==> config.mk <==
export PLATFORM = sky130hd
export DESIGN_NAME = lobm_ctrl
export DESIGN_NICKNAME = d
export VERILOG_FILES = /design/src/rtl/lobm_pkg.sv /design/src/rtl/lobm_ctrl.sv
export SDC_FILE = /design/constraint.sdc
export NUM_CORES = 1
export LEC_CHECK = 0
export BUFFER_PORTS_ARGS = -buffer_cell sky130_fd_sc_hd__buf_2
export CAP_MARGIN = 10
export CELL_PAD_IN_SITES_DETAIL_PLACEMENT = 1
export CELL_PAD_IN_SITES_GLOBAL_PLACEMENT = 1
export CORE_MARGIN = 2
export CORE_UTILIZATION = 33
export CTS_CLUSTER_DIAMETER = 100
export DETAILED_ROUTE_END_ITERATION = 6
export PLACE_DENSITY = 0.83
export SLEW_MARGIN = 20
export SYNTH_ARGS = -nofsm -noshare
export SYNTH_HDL_FRONTEND = slang
export SYNTH_SLANG_ARGS = --single-unit
export TNS_END_PERCENT = 30
==> constraint.sdc <==
create_clock -name clk -period 1.66 [get_ports clk]
set_input_delay 0.249 -clock clk [delete_from_list [all_inputs] [get_ports clk]]
set_output_delay 0.249 -clock clk [all_outputs]
set_load 0.01 [all_outputs]
==> src/rtl/lobm_pkg.sv <==
// ----------------------------------------------------------------------------
// lobm_pkg
// Shared constants, types and helpers for the limit order book matcher.
// ----------------------------------------------------------------------------
package lobm_pkg;

  localparam int BAND_LOG2  = 13;
  localparam int BAND       = 1 << BAND_LOG2;
  localparam int KEY_W      = BAND_LOG2;
  localparam int LEAF_IDX_W = BAND_LOG2 - 6;
  localparam int LEAF_WORDS = 1 << LEAF_IDX_W;
  localparam int MID_LOG2   = BAND_LOG2 - 12;
  localparam int MID_WORDS  = 1 << MID_LOG2;
  localparam int SLOT_LOG2  = 16;
  localparam int SLOT_COUNT = 1 << SLOT_LOG2;
  localparam int PTR_W      = SLOT_LOG2 + 1;

  typedef logic [PTR_W-1:0] ptr_t;
  typedef logic [KEY_W-1:0] key_t;
  typedef logic [KEY_W:0]   bkey_t;

  localparam ptr_t  SLOT_NONE = ptr_t'(SLOT_COUNT);
  localparam bkey_t KEY_EMPTY = bkey_t'(BAND);

  localparam logic [1:0] ST_OK     = 2'd0;
  localparam logic [1:0] ST_REJECT = 2'd1;
  localparam logic [1:0] ST_FULL   = 2'd2;

  typedef enum logic [12:0] {
    S_IDLE  = 13'b0000000000001,
    S_CHECK = 13'b0000000000010,
    S_MATCH = 13'b0000000000100,
    S_HEAD  = 13'b0000000001000,
    S_FILL  = 13'b0000000010000,
    S_UNM1  = 13'b0000000100000,
    S_UNM2  = 13'b0000001000000,
    S_SCAN  = 13'b0000010000000,
    S_SCAN2 = 13'b0000100000000,
    S_REST  = 13'b0001000000000,
    S_REST2 = 13'b0010000000000,
    S_REST3 = 13'b0100000000000,
    S_DONE  = 13'b1000000000000
  } state_t;

  typedef struct packed {
    logic load;
    logic check;
    logic match;
    logic head;
    logic fill;
    logic unm_rd;
    logic unm_upd;
    logic scan;
    logic scan_rd;
    logic rest;
    logic rest_wr;
    logic link_tail;
    logic finish;
  } cmd_t;

  typedef struct packed {
    logic reject;
    logic match_go;
    logic level_empty;
    logic fill_cont;
    logic v_nz;
    logic top_empty;
    logic rest_need;
    logic full;
    logic occupied;
    logic out_free;
  } stat_t;

  function automatic logic [5:0] lz64(input logic [63:0] v);
    logic [5:0] r;
    r = 6'd63;
    for (int i = 63; i >= 0; i--) begin
      if (v[i]) r = 6'(i);
    end
    return r;
  endfunction

  function automatic logic [MID_LOG2-1:0] lztop(input logic [MID_WORDS-1:0] v);
    logic [MID_LOG2-1:0] r;
    r = MID_LOG2'(MID_WORDS - 1);
    for (int i = MID_WORDS - 1; i >= 0; i--) begin
      if (v[i]) r = MID_LOG2'(i);
    end
    return r;
  endfunction

endpackage

==> src/rtl/lobm_ctrl.sv <==
// ----------------------------------------------------------------------------
// lobm_ctrl
// Sequencer for band check, matching walk, level unmark, rest and report.
// ----------------------------------------------------------------------------
module lobm_ctrl import lobm_pkg::*; (
  input  logic  clk,
  input  logic  rst,
  input  logic  in_valid,
  output logic  in_ready,
  input  stat_t st,
  output cmd_t  cmd
);

  state_t state, state_next;

  always_ff @(posedge clk) begin
    if (rst) state <= S_IDLE;
    else     state <= state_next;
  end

  always_comb begin
    cmd        = '0;
    state_next = state;
    in_ready   = 1'b0;
    case (state)
      S_IDLE: begin
        in_ready = 1'b1;
        if (in_valid) begin
          cmd.load   = 1'b1;
          state_next = S_CHECK;
        end
      end
      S_CHECK: begin
        cmd.check  = 1'b1;
        state_next = st.reject ? S_DONE : S_MATCH;
      end
      S_MATCH: begin
        cmd.match  = 1'b1;
        state_next = st.match_go ? S_HEAD : S_REST;
      end
      S_HEAD: begin
        cmd.head   = 1'b1;
        state_next = S_FILL;
      end
      S_FILL: begin
        cmd.fill = 1'b1;
        if (st.level_empty)    state_next = S_UNM1;
        else if (st.fill_cont) state_next = S_FILL;
        else                   state_next = S_DONE;
      end
      S_UNM1: begin
        cmd.unm_rd = 1'b1;
        state_next = S_UNM2;
      end
      S_UNM2: begin
        cmd.unm_upd = 1'b1;
        state_next  = st.v_nz ? S_MATCH : S_SCAN;
      end
      S_SCAN: begin
        cmd.scan   = 1'b1;
        state_next = st.top_empty ? S_MATCH : S_SCAN2;
      end
      S_SCAN2: begin
        cmd.scan_rd = 1'b1;
        state_next  = S_MATCH;
      end
      S_REST: begin
        cmd.rest   = 1'b1;
        state_next = (!st.rest_need || st.full) ? S_DONE : S_REST2;
      end
      S_REST2: begin
        cmd.rest_wr = 1'b1;
        state_next  = st.occupied ? S_REST3 : S_DONE;
      end
      S_REST3: begin
        cmd.link_tail = 1'b1;
        state_next    = S_DONE;
      end
      S_DONE: begin
        if (st.out_free) begin
          cmd.finish = 1'b1;
          state_next = S_IDLE;
        end
      end
      default: state_next = S_IDLE;
    endcase
  end

endmodule

# == After elaboration in Yosys (flattened, before gate mapping) ==
# Cells that the tools add are included.
# op_classes
shift,0
n_addsub,0
mux,27
div_mod_pow,0
bitwise,0
eq_ne,15
reduce_logical,3
multipliers,0
n_lt_le_gt_ge,0
# ops
op,n
$pmux W13 S13,1
$mux W13,7
$mux W1,16
$eq A13 B1 Y1 const B,1
$eq A13 B10 Y1 const B,1
$eq A13 B11 Y1 const B,1
$eq A13 B12 Y1 const B,1
$eq A13 B13 Y1 const B,1
$eq A13 B2 Y1 const B,1
$eq A13 B3 Y1 const B,1
$eq A13 B4 Y1 const B,1
$eq A13 B5 Y1 const B,1
$eq A13 B6 Y1 const B,1
$eq A13 B7 Y1 const B,1
$eq A13 B8 Y1 const B,1
$eq A13 B9 Y1 const B,1
$mux W10,1
$mux W9,1
$mux W8,1
$ne A2 B2 Y1 const B,2
$reduce_and A2 Y1,1
$logic_not A1 Y1,1
$logic_or A1 B1 Y1,1
# totals
reg_bits,13
inputBits,13
word_cells,46
ram_bits,0
memories,0
output_inout_bits,14
mem_bits_ro,0
latchBits,0

# == Depth between registers and ports, before layout ==
# Gate-level depths: netlist of run 1.
# depth
ltp_word,4
ltp_mapped,6
ltp_nobuf,4

# == Least setup slack after synthesis of run 1 ==
# Ideal clock, no wire load.
# synth_path
path_kind,register to output
from,register state[2]
to,output cmd[12] in the netlist's numbering
slack_ns,-0.125
t_required_ns,1.411
n_path_buf,1
path_stages_with_launch,5
arrival_time_ns,1.536
cell_sequence,dfxtp_1 -> buf_6 -> or4b_2 -> nor4_4 -> and2_1
# synth_lines
element,line,source
start: declaration,lobm_ctrl.sv:14,"state_t state, state_next;"
start signal: assignment,lobm_ctrl.sv:18,else state <= state_next;
end: declaration,lobm_ctrl.sv:11,output cmd_t cmd

==> results of run 1 <==
==> timing repair <==
item | CTS | global route
gates resized for setup | 18 | 22
setup endpoints to repair | 17 | 22
setup buffers | 3 | 12
pin swaps | 11 | 11
==> cell usage after synthesis, types with 2 or more instances <==
cell	instances
sky130_fd_sc_hd__and4_1	2
sky130_fd_sc_hd__dfxtp_1	13
sky130_fd_sc_hd__nor2b_1	7
sky130_fd_sc_hd__nand4_1	2
sky130_fd_sc_hd__nand2b_1	5
sky130_fd_sc_hd__and2_1	2
sky130_fd_sc_hd__nand3_1	3
sky130_fd_sc_hd__xor2_1	2
sky130_fd_sc_hd__nand2_1	2
sky130_fd_sc_hd__or4b_2	2
sky130_fd_sc_hd__nor4_4	3
sky130_fd_sc_hd__and3b_1	2
sky130_fd_sc_hd__or4_4	2
sky130_fd_sc_hd__a21oi_1	6
sky130_fd_sc_hd__buf_6	2
sky130_fd_sc_hd__nor3_1	3
sky130_fd_sc_hd__o21ai_0	5
sky130_fd_sc_hd__nor4_1	7
sky130_fd_sc_hd__nor4b_1	2
sky130_fd_sc_hd__nor2_1	11
==> final timing paths <==
path / endpoint / start / cells after the start / slack (ps)
setup reg to reg: state[4]$_SDFFE_PP0P_ / state[5]$_SDFFE_PP0P_ / 6 / -160
hold reg to reg: state[7]$_SDFFE_PP0P_ / state[6]$_SDFFE_PP0P_ / 3 / 710
setup / recovery: cmd[2] / state[4]$_SDFFE_PP0P_ / 4 / -420
hold / removal: state[7]$_SDFFE_PP0P_ / st[5] / 2 / 130
==> kinds of logic (layout without fill, tap and decap cells) <==
family | count (synthesis) | in the layout | synth area share (%)
XOR/XNOR | 2 | 2 | 1.91
AND/OR/NAND/NOR | 66 | 66 | 52.0
AO/OA/AOI/OAI | 19 | 19 | 13.4
flip-flops | 13 | 13 | 28.4
buffers and inverters | 6 | 64 | 4.36
==> metal layers <==
layer	vias to the layer above	global-route usage, %	wire [um]
li1	514	-	-
met1	559	23.3	1740
met2	53	37.5	2110
met3	24	3.69	171
met4	0	11.9	245
met5	-	0	0
==> through the flow <==
stage	setup TNS (ps)	util, %	std cells
floorplan	-160	-	106
global placement	-124	44.3	176
detailed placement	-419	44.3	176
CTS	-4150	48.8	183
global route	-6290	56.0	195
finish	-5210	56.0	195
==> where the power goes <==
part	internal [mW]	total [mW]	switching, mW
combinational	0.146	0.278	0.132
clock	0.0937	0.218	0.124
sequential	0.317	0.326	0.00900
total	0.556	0.822	0.265
==> final cells by class <==
cell class / instances / area, um2 / share of cell area (%)
Timing Repair Buffer: 59 / 412 / 27.3
Multi-Input combinational cell: 87 / 751 / 49.9
Clock buffer: 4 / 26.3 / 1.75
Tap cell: 31 / 38.8 / 2.58
Sequential cell: 13 / 274 / 18.2
Inverter: 1 / 3.75 / 0.249
==> results.txt, run 1 <==
The run finished, with violations left. The checks that failed: setup timing. The post-layout net count came out at 178. The final setup skew is 3.31 ps.

The placed instances occupy a cell area of 0.00119 mm2. The path class of the tightest hold or removal check is in2reg. The worst-case clock buffer depth is 2. Together, buffers and inverters on the worst path number 1.

The global-route wire length before repair is 5170 um. The nature of the critical path startpoint is a flop. The global placer's final weighted congestion is 0.833. The fraction of synthesis flops using an asynchronous set or reset pin came out at 0%. Once the floorplan was initialized, standard cells occupied 34.1% of the core. Summed over all cells, the static leakage comes to 0.669 nW. Leaving out fill and tap cells, the most frequent cell in the layout is sky130_fd_sc_hd__buf_4.

The final hold slack came out at 130 ps. Setup repair after global routing could not meet its margin everywhere. The required arrival time at the worst endpoint is 1410 ps. The headroom to the max-slew limit is 68.2%. The area growth from synthesis to layout is 64.1%. The arrival time at the worst endpoint came out at 1830 ps. The pin count of the biggest net entering global routing is 14. The smallest clock period supported by the final layout is computed as 2080 ps. The top cell types in the final layout, fill and taps aside, are sky130_fd_sc_hd__buf_4, sky130_fd_sc_hd__buf_2, sky130_fd_sc_hd__nor2_1. The tree is rooted in a sky130_fd_sc_hd__clkbuf_4.

The aggregate global-route resource usage is 21.1%. The cell area after synthesis is 917 um2. The number of CTS-inserted buffers is 3. The setup slack at placement is -117 ps.

TritonCTS built the clock tree. The CTS sink count came out at 13. The total power draw came out at 0.822 mW. The clock transition at the register clock pins on the worst setup and hold paths after CTS came out at 90 ps. The total half-perimeter wirelength after legalization and detailed placement came out at 2380 um. In the post-synthesis netlist, the biggest area contributors are sky130_fd_sc_hd__dfxtp_1, sky130_fd_sc_hd__nor4_4, sky130_fd_sc_hd__nor2b_1. The highest achievable clock rate is 480 MHz. The routed length per placed instance came out at 21.9 um. The number of global-route vias before repair came out at 1084. The total of warnings raised by yosys is 0.

The count of standard-cell rows came out at 19. Summed over all layers, the global routing overflow is 0. After detailed routing, the total wire length is 4270 um. The synthesized netlist net count is 119. The delay of the slowest cell on the worst path is 610 ps.

The vertical die dimension is 56.7 um. The maximum resistive drop on vdd came out at 0.437 mV. In the routed layout, each cell is associated on average with a via count of 5.90. The type of element capturing the critical path is a primary output. The number of instances in the synthesized netlist is 106. The number of pins exceeding their max-slew limit in the final report is 0. The number of antenna violations at the first check in global routing is 0.

The number of different library cells in the post-synthesis netlist is 43. The floorplan core area came out at 0.00269 mm2. The synthesized design devotes to its leading area cell type 28.4% of total area. The average footprint of a synthesized cell came out at 8.65 um2. In the final layout, the registers with the most flip-flops are state: 13 flops. The register with the most flip-flops in the layout has 13 of them. The detail route stage leaves a number of antenna-violating nets equal to 0.

The share of the cycle needed by the critical path after routing came out at 126%. The clock latency on the worst-skew pair came out at 290 ps. The hold buffer count at cts came out at 0.

The count of final hold-check violations came out at 0. Setup violations remaining at the end of the flow were counted as 22. The kind of cell with the highest combined delay along the critical path is simple AND/OR/NAND/NOR gates. The repair_antennas step left the layout with diodes totalling 0.

Dividing total power by cell area gives a power density of 546 mW/mm2. After the first detailed-routing iteration, the DRC count stood at 39. Across the run, the number of max-cap violations was 0. The path type of the worst setup path is reg2out. The final non-filler cell area is 0.00151 mm2. The final setup slack of the worst path is -424 ps.

The die footprint is 0.00322 mm2. The deepest level of the CTS H-tree is 1. The horizontal extent of the die came out at 56.7 um. Port buffering added 26 buffers. The library cell with the largest summed area after synthesis is sky130_fd_sc_hd__dfxtp_1. The total I/O pin count is 27.

The filler cell count in the final layout is 322. Before antenna repair, the detailed router went through 4 iterations. After detailed routing, the number of remaining DRC violations is 0. Synthesis inferred 13 register bits. The slew at the pin closest to its max-slew limit came out at 476 ps. The portion of the post-synthesis area used by sequential elements came out at 28.4%. The largest fanout on the critical path came out at 4. In the synthesized netlist the dominant register cell turns out to be sky130_fd_sc_hd__dfxtp_1. The share of cells above drive strength 1 is 61.0%. The cell with the biggest individual delay on the critical path is sky130_fd_sc_hd__or4_4. The total number of vias is 1150. The count of flip-flops with a built-in enable after synthesis is 0.

The critical path goes through or4_4 -> nor3_4 -> and3_4 -> buf_6. The register with the highest flop count is state.
No activity file was read; power rests on OpenSTA's default activity.
==> inputs of run 2 (changes only) <==
--- a/config.mk
+++ b/config.mk
@@ -9,6 +9,7 @@
 export CAP_MARGIN = 10
 export CELL_PAD_IN_SITES_DETAIL_PLACEMENT = 1
 export CELL_PAD_IN_SITES_GLOBAL_PLACEMENT = 1
+export CORE_ASPECT_RATIO = 1.25
 export CORE_MARGIN = 2
 export CORE_UTILIZATION = 33
 export CTS_CLUSTER_DIAMETER = 100
==> results.txt, run 2 (synthesis gave the netlist of run 1 again) <==
The run finished, with violations left. The checks that failed: setup timing. The largest registers in the layout are state: 13 flops. The number of buffer cells added on primary ports came out at 26. The first global-routing pass estimated 5930 um of wire. From bottom edge to top edge, the die measures 62.9 um. The floorplan step set the die width to 51.2 um.

The required arrival time at the worst endpoint came out at 1410 ps. After detailed routing, the total wire length is 3830 um. The setup slack at placement is -76.6 ps.

The worst setup path is launched from a flop. The later pin in the worst-skew pair is clocked with a latency of 300 ps. The starting DRC count in detailed routing came out at 11.

The power density over cell area is 558 mW/mm2. The share of cells above drive strength 1 is 59.4%. The sum of overflow across all layers after global routing is 0. The count of antenna diodes in the layout came out at 0.

The tree is rooted in a sky130_fd_sc_hd__clkbuf_4. The non-filler instance count after layout came out at 199. The number of failing setup endpoints in the final timing report is 16.

The number of nets with antenna violations after detailed routing is 0. STA classifies the critical path endpoint as a primary output. The highest achievable clock rate is 493 MHz. The finished cells cover 0.00149 mm2. The die footprint is 0.00322 mm2. The number of pins exceeding their max-slew limit in the final report came to 0. The total I/O pin count is 27. Overall power consumption after layout is estimated at 0.831 mW.

The placed cell count is 185. In the routed design, unresolved DRC markers number 0. The post-layout net count came out at 179. The pin count of the biggest net entering global routing came out at 14. The minimum period implied by the final worst setup slack came out at 2030 ps. The filler cell count in the final layout came out at 318. The area growth from synthesis to final layout came out at 62.2%. Internal power comes to 0.576 mW.

The number of antenna violations at the first check in global routing came out at 0. TritonCTS created 3 clock buffers. The initial core utilization is 34.6%. Counting along the longest clock path gives a buffer depth of 2. The share of the cycle needed by the critical path after routing came out at 122%. The library cells used most frequently in the layout, excluding fill and tap cells, are sky130_fd_sc_hd__buf_4, sky130_fd_sc_hd__buf_2, sky130_fd_sc_hd__nor2_1.

Clock tree synthesis found a total of 13 sinks. After routing, the total negative slack on setup checks comes to -4540 ps. TritonCTS built the clock tree.

The max-capacitance violation count is 0. In the routed layout, each cell is associated on average with a via count of 5.53. The total net switching power is 0.255 mW. The arrival time at the worst endpoint is 1780 ps.

The number of global-route vias before repair came to 1208. The aggregate global-route resource usage is 24.0%. The total number of vias is 1100. In the final routed layout, each cell accounts on average for 19.3 um. The area of the multi-input gates is 719 um2. The slew at the pin closest to its max-slew limit is 403 ps. Measured against its own limit, the worst slew margin works out to 73.0%. More flip-flops sit in one register than any other, and that register is state. The count of standard-cell rows is 21.

The first-pass iteration count of the detailed router came out at 4. The area of all sequential standard cells came out at 275 um2. The kind of path behind the tightest hold check is in2reg. Setup repair after global routing could not meet its margin everywhere. The portion of total power attributed to sequential cells is 39.2%. In this run the cell area measured after placement is 0.00124 mm2. The number of flip-flops in the largest register came out at 13. At the end of the flow the core is filled with cells to 56.1%. The total half-perimeter wirelength after legalization and detailed placement is 2440 um.

Net switching is 30.7% of the power. The largest fanout on the critical path is 4. The portion of total power attributed to combinational logic is 34.7%. The maximum resistive drop on vdd is 0.281 mV. The deepest level of the CTS H-tree is 1. The clock share of power came out at 26.2%.

The final setup skew is 8.28 ps. The clock transition at the register clock pins on the worst setup and hold paths after CTS came out at 90 ps. The static power due to leakage is 0.680 nW. After clock tree synthesis, the flow added hold-fix buffers numbering 0. The count of final hold-check violations is 0. The critical path is of the reg2out type. In the post-route analysis, the smallest setup slack over all paths is -370 ps.

The floorplan core area came out at 0.00265 mm2. The global placer's final weighted congestion came out at 0.847. The final hold slack came out at 119 ps. Leaving out fill and tap cells, the most frequent cell in the layout is sky130_fd_sc_hd__buf_4.
-- run 2: changes by cell type in the layout (fill, tap and decap cells not counted), sizes merged --
| cell | delta |
|---|---|
| buf | +1 |
-- run 2: power groups by stage --
stage               Sequential, mW  Combinational (mW)  Clock [mW]
finish                       0.325               0.288       0.218
global route                 0.326               0.307       0.227
CTS                          0.327               0.237       0.207
detailed placement           0.332               0.188           0
global placement             0.331               0.180           0
floorplan                    0.333               0.105           0
-- run 2: layer usage --
| layer | part of all wire (%) | up-vias | track usage (%) |
|---|---|---|---|
| met5 | 0 | - | 0 |
| met4 | 2.7 | 0 | 8.45 |
| met3 | 2.6 | 7 | 2.63 |
| met2 | 53 | 24 | 43.5 |
| met1 | 42 | 544 | 28.2 |
| li1 | - | 525 | - |
-- run 2: worst paths after layout --
path / from / endpoint / slack, ps / cells after the start
worst max-delay path: state[4]$_SDFFE_PP0P_ / cmd[2] / -370 / 4
worst min register to register: state[6]$_SDFFE_PP0P_ / state[7]$_SDFFE_PP0P_ / 680 / 3
worst max register to register: state[4]$_SDFFE_PP0P_ / state[12]$_SDFFE_PP0P_ / -320 / 9
worst min-delay path: st[8] / state[9]$_SDFFE_PP0P_ / 120 / 2
-- run 2: repair_timing --
| item | 4_1_cts | 5_1_grt |
|---|---|---|
| setup buffers | 6 | 4 |
| resized for setup | 21 | 17 |
| setup endpoints to repair | 18 | 20 |
| pin swaps | 10 | 8 |
-- run 2: cell type report --
type / instances / area share (%)
Inverter: 1 / 0.252
Timing Repair Buffer: 60 / 28.3
Clock buffer: 4 / 1.77
Multi-Input combinational cell: 87 / 48.4
Sequential cell: 13 / 18.5
Tap cell: 34 / 2.86
-- run 2: critical path: stages (launching register included) --
cell and delay, ps:
sky130_fd_sc_hd__dfxtp_2 350, sky130_fd_sc_hd__or4_4 630, sky130_fd_sc_hd__nor3_2 180, sky130_fd_sc_hd__and3_1 190
sky130_fd_sc_hd__buf_2 130
